`config.mk`:
```
export PLATFORM = sky130hd
export DESIGN_NAME = snt_cell
export DESIGN_NICKNAME = d
export VERILOG_FILES = /design/src/rtl/snt_pkg.sv /design/src/rtl/snt_cell.sv
export SDC_FILE = /design/constraint.sdc
export NUM_CORES = 1
export LEC_CHECK = 0
export BUFFER_PORTS_ARGS = -buffer_cell sky130_fd_sc_hd__buf_2
export CAP_MARGIN = 20
export CORE_AREA = 5 5 238 240
export DETAILED_ROUTE_END_ITERATION = 7
export DIE_AREA = 0 0 243 245
export GPL_TIMING_DRIVEN = 0
export PLACE_DENSITY = 0.61
export SETUP_SLACK_MARGIN = 0.1
export SLEW_MARGIN = 20
export SYNTH_ARGS = -nofsm -noshare
export SYNTH_HDL_FRONTEND = slang
export SYNTH_SLANG_ARGS = --single-unit
```
`constraint.sdc`:
```
create_clock -name clk -period 5.8 [get_ports clk]
set_input_delay 0.29 -clock clk [delete_from_list [all_inputs] [get_ports clk]]
set_output_delay 0.29 -clock clk [all_outputs]
set_load 0.05 [all_outputs]
```
`src/rtl/snt_pkg.sv`:
```
// Shared types and constants for the sensor node table.
// No dependencies; sensor_node_table_update and snt_cell use this package by scoped names.
`timescale 1ns / 1ps

package snt_pkg;

	localparam int IDX_W = 8;

	typedef enum logic [2:0] {
		OP_SENSOR  = 3'd0,
		OP_BUTTON  = 3'd1,
		OP_ACTUATE = 3'd2,
		OP_SET     = 3'd3,
		OP_CMD     = 3'd4,
		OP_ACK     = 3'd5,
		OP_TIMEOUT = 3'd6,
		OP_LOOKUP  = 3'd7
	} opcode_t;

	typedef enum logic [1:0] {
		ST_OK        = 2'd0,
		ST_NOT_FOUND = 2'd1,
		ST_FULL      = 2'd2
	} status_t;

	// search token walking down the cell row
	typedef struct packed {
		logic             vld;
		opcode_t          op;
		logic [1:0]       tr;
		logic [63:0]      hi;
		logic [63:0]      lo;
		logic             seq_pres;
		logic [31:0]      arg;
		logic             found;
		logic [IDX_W-1:0] idx;
		logic [31:0]      gap;
	} probe_t;

endpackage

```
`src/rtl/snt_cell.sv`:
```
// One table slot: node key and sequence tracking, plus one stage of the search row.
// Depends on snt_pkg.
`timescale 1ns / 1ps

module snt_cell #(
	parameter int INDEX = 0
) (
	input  logic          clk,
	input  logic          arst_n,
	input  logic          live,
	input  logic          wr_en,
	input  snt_pkg::probe_t wr_p,
	input  snt_pkg::probe_t p_in,
	output snt_pkg::probe_t p_out
);

	logic [1:0]  key_tr_q;
	logic [63:0] key_hi_q;
	logic [63:0] key_lo_q;
	logic        has_seq_q;
	logic [31:0] last_seq_q;

	snt_pkg::probe_t p_q;
	snt_pkg::probe_t p_nxt;
	logic            hit;
	logic            seq_upd;
	logic [31:0]     diff;

	assign hit = p_in.vld && !p_in.found && live && key_tr_q == p_in.tr
		&& key_hi_q == p_in.hi && key_lo_q == p_in.lo;
	assign seq_upd = hit && p_in.op == snt_pkg::OP_SENSOR && p_in.seq_pres;
	assign diff = p_in.arg - (last_seq_q + 32'd1);

	always_comb begin
		p_nxt = p_in;
		if (hit) begin
			p_nxt.found = 1'b1;
			p_nxt.idx   = snt_pkg::IDX_W'(INDEX);
			// only forward gaps count
			if (seq_upd && has_seq_q && diff != 32'd0 && !diff[31]) begin
				p_nxt.gap = diff;
			end
		end
	end

	always_ff @(posedge clk or negedge arst_n) begin
		if (!arst_n) begin
			p_q.vld <= 1'b0;
		end else begin
			p_q <= p_nxt;
		end
	end

	always_ff @(posedge clk) begin
		if (wr_en) begin
			key_tr_q   <= wr_p.tr;
			key_hi_q   <= wr_p.hi;
			key_lo_q   <= wr_p.lo;
			has_seq_q  <= wr_p.op == snt_pkg::OP_SENSOR && wr_p.seq_pres;
			last_seq_q <= wr_p.arg;
		end else if (seq_upd) begin
			has_seq_q  <= 1'b1;
			last_seq_q <= p_in.arg;
		end
	end

	assign p_out = p_q;

endmodule
```
Word level (Yosys, flattened, before mapping). Index checks and enable logic that the tools add are counted.

Register bits: 371. Input port bits: 420. Output and inout bits: 208.

Add/subtract/negate cells: 2. Equality and inequality tests: 3. Mux-type cells: 6. Reduce and logical (&&, ||, !) cells: 17.

Operators with widths (number): equality test 64 bit (2); 2-to-1 mux 32 bit (4); adder 32 x 1 -> 32 bit, second input constant (1); nonzero test 32 bit (1); subtractor 32 bit (1); logical AND 1 bit (11); logical NOT 3 bit (2); equality test 2 bit (1); logical NOT 1 bit (2); 2-to-1 mux 1 bit (2); nonzero test 2 bit (1).

Logic depth before layout (Yosys ltp).
Depth after elaboration: 13. Gate-level depth with buffers: 14. Gate-level depth less buffers: 13.

Worst setup path after synthesis. Ideal clock, no wire load.

Path type: register to register. Start point: reg last_seq_q[0]. End point: reg p_q, in the netlist p_out[11], data pin. Library setup time: 0.260 ns. Data arrival time: 3.364 ns. Required time: 5.540 ns. Setup slack: 2.176 ns. Stages on the path, launching flop included: 15. Path buffers: 1. Clock period less this slack: 3.624 ns. Cells stage by stage: edfxtp_1 > inv_1 > ha_1 > inv_1 > fa_1 > nand2b_1 > a211oi_2 > o211ai_2 > o41ai_2 > o21ai_0 > a211o_1 > nor4_4 > a41oi_4 > buf_6 > mux2_4.

RTL lines: start, declared (RTL line snt_cell.sv:21) `logic [31:0] last_seq_q;`; start signal, assigned (RTL line snt_cell.sv:60) `last_seq_q <= wr_p.arg;`; start signal, assigned (RTL line snt_cell.sv:63) `last_seq_q <= p_in.arg;`; end signal, assigned (RTL line snt_cell.sv:50) `p_q <= p_nxt;`; end, declared (RTL line snt_cell.sv:23) `snt_pkg::probe_t p_q;`.

==> results by group <==
Power
  • Pwr Density: 311.0 mW/mm2
  • Maximum VDD drop: ~0.29 mV
  • Lkg Pwr: 10.01 nW

Clock network
  • Hold-fix buffers, CTS: between 300 and 400
  • CTS tree: built
  • Clock buffer depth: 3
  • Worst-path clk slew: 50 ps
  • Clock sink total: between 300 and 400
  • H-tree Lvls: 2
  • Clock Tree Root: clkbuf_16
  • Post-CTS sizing: 0
  • Post CTS Setup Buffer Count: 0
  • Num CTS Buffers: 43
  • Worst skew pair latency: 590 ps

Routing
  • Final antenna-violating net count: 0
  • Via count: around 12000
  • Drt drc: 0
  • Total Routed Length: about 56000 um
  • Routed len/inst: 20.76 um
  • Drt via density: about 4.6
  • Drt pass-1 iters: 5
  • Iter 0 DRT Violations: 774

GRT
  • Initial antenna violation count: 14
  • First-pass GRT wire length: 81790 um
  • Grt total ovfl: 0
  • Vias in the first global route: ~14000
  • Largest net degree at the start of global routing: around 90
  • Total GRT Usage: 0.1781

Worst hold path
  • Min-Delay Path Class: in -> reg

Worst setup path
  • CP endpoint kind: flop
  • Worst Path Required: 6210 ps
  • Worst setup SP type: primary input
  • Cell Chain, Critical Path: dlygate4sd3_1 -> buf_2 -> xor2_1 -> nor4_1 -> nand3_1 -> nor4_1 -> nand3_1 -> nor2_1 -> and3_1 -> clkbuf_1 -> or3b_2 -> o21ai_0
  • Critical Path Max Stage Delay: 1020 ps
  • Crit path arrival time: 5050 ps
  • Critical path class: in -> reg
  • Largest fanout on the critical path: 10
  • Top delay family on crit path: simple AND/OR/NAND/NOR gates
  • CP bufs+invs: 3
  • Worst path slowest cell: nor4_1

Cells and area
  • Area Overhead vs Synth: 54.68%
  • Fillers: 4789
  • Multi-input gate area: 0.004244 mm2
  • Register Area: 0.01114 mm2
  • Final core utilization: 0.4474
  • Most common cell after layout, fill and taps aside: buf_2
  • # nets final: 2397
  • Commonest cells after routing, fill and taps aside: buf_2 (592), edfxtp_1 (370), dlygate4sd3_1 (321)
  • Layout cell share with drive strength beyond 1: 0.3710

STA
  • Setup violators final: 0
  • Final Hold Fails: 0
  • Tcrit/Tclk final: 0.7999
  • Fin. max-slew vios: 0
  • Worst slew pin tran: 1218 ps
  • Fin worst setup slack: 1161 ps
  • Max-slew headroom: 0.1802
  • Final Skew: 41.02 ps
  • Hold slack: 50.35 ps
  • Fmax: approximately 0.22 GHz
  • Setup tns final: 0 ps
  • RSZ-0062 raised after global routing: no
  • Crit path time final: 4639 ps

Die
  • Die Ht: roughly 250 um
  • DIE AREA: 0.05954 mm2
  • Rows: 86
  • Core Footprint: 0.05445 mm2
  • IO Pins: 628
  • Die X: ~240 um
  • Initial core utilization: 0.2892

Outcome
  • Outcome: completed

Yosys
  • Number of synthesized flops with an enable pin: 370
  • Leading area contributor after synthesis: edfxtp_1
  • Top post-synthesis cells by area: edfxtp_1 (71%), xor2_1 (6.5%), ha_1 (2.5%)
  • Synth Instances: 991
  • Sequential area share after synthesis: 0.7071
  • FFs w/ async S/R, synth: 0.002695
  • Post-synth cell types: just under 70
  • Primary FF master, synth: edfxtp_1
  • Synth warn: 0
  • Yosys reg bits: 371
  • Avg Cell Area, Syn: 15.89 um2
  • Synth top area share: 0.7055
  • Syn Std Cell Area: 0.01575 mm2
  • Syn Nets: 1443

Placed design
  • Gp weighted congestion: roughly 0.91
  • HPWL after detailed placement: 40100 um
  • Pre-CTS WS: 1301 ps
  • Port Buffers: 585

Flow run
  • Maxcap violations: 0
-- power breakdown --
part	internal, W	switching [W]
sequential	0.00319	0.0000745
combinational	0.000541	0.000976
clock	0.00165	0.00114
total	0.00538	0.00219
-- per-layer routing --
layer | part of all wire | up-vias | global-route usage
met5 | 0.00047 | - | 0
met4 | 0.048 | 4 | 0.07911
met3 | 0.084 | 135 | 0.05847
met2 | 0.52 | 595 | 0.3229
met1 | 0.35 | 6039 | 0.1891
li1 | - | 5688 | -
-- registers in the layout, indices dropped and copies added (netlist names) --
name        flops
has_seq_q       1
key_hi_q       64
key_tr_q        2
key_lo_q       64
p_out         208
last_seq_q     32
-- cell usage after synthesis, drive strengths merged, types with 4 or more instances --
cell type    n
nand4       26
mux2        44
o31ai        4
mux2i        7
xnor2       36
inv         63
o21bai       5
edfxtp     370
nand2       30
a21o         8
clkbuf       6
buf         16
a21oi       29
ha          31
a211o        4
nand3        8
nor2b        7
o211ai       7
nor3        10
nor2        20
o22ai        4
o21a        12
a211oi       9
xor2       116
nor4        36
a31oi        5
o21ai       25
nand2b       4
and2         9
-- cells by family after synthesis --
kind of cell / count (synthesis) / synth area share
AOI/OAI and AO/OA: 132 / 0.05974
adders and majority gates: 32 / 0.02590
DFF: 371 / 0.7071
muxes: 51 / 0.03853
xor gates and xnor gates: 152 / 0.08453
buffers and inverters: 85 / 0.02344
and+or+nand+nor: 168 / 0.06078
-- path summary, 6_finish.rpt --
path | end | slack [ps] | cells past startpoint | startpoint
worst max register to register | p_out[22]$_DFFE_PP_ | 1190 | 10 | key_hi_q[15]$_DFFE_PP_
worst min register to register | p_out[0]$_DFFE_PP_ | 810 | 3 | last_seq_q[0]$_DFFE_PP_
worst min-delay path | last_seq_q[26]$_DFFE_PP_ | 50 | 2 | wr_p[67]
max in group asynchronous | p_out[207]$_DFF_PN0_ | 4840 | 3 | arst_n
min in group asynchronous | p_out[207]$_DFF_PN0_ | 630 | 3 | arst_n
worst max-delay path | p_out[22]$_DFFE_PP_ | 1160 | 12 | p_in[153]
-- worst reg2reg max path: cells and delay by family (launching register included) --
| family | cells | cell delay, ps |
|---|---|---|
| compound gates | 1 | 80 |
| xor+xnor | 1 | 150 |
| buf+inv | 1 | 290 |
| flops | 1 | 380 |
| simple gates | 7 | 3550 |
-- area by class of cell --
| cell class | instances | area share |
|---|---|---|
| multi-input combinational | 535 | 0.1742 |
| clock inverter | 25 | 0.01433 |
| inverter | 63 | 0.009707 |
| timing repair buffer | 909 | 0.2563 |
| clock buffer | 51 | 0.04540 |
| tap | 704 | 0.03616 |
| antenna | 13 | 0.001335 |
| buffer | 22 | 0.005444 |
| sequential | 371 | 0.4571 |
-- per-stage QoR --
stage	cells	instance area, um2	power [W]
6_report	2693	24360	0.007575
3_5_place_dp	2283	19660	0.004639
5_1_grt	2688	24350	0.007866
3_3_place_gp	2280	19560	0.004628
4_1_cts	2680	24330	0.007619
2_1_floorplan	991	15750	0.004147
Note: power is estimated with default switching activity, not from simulation.
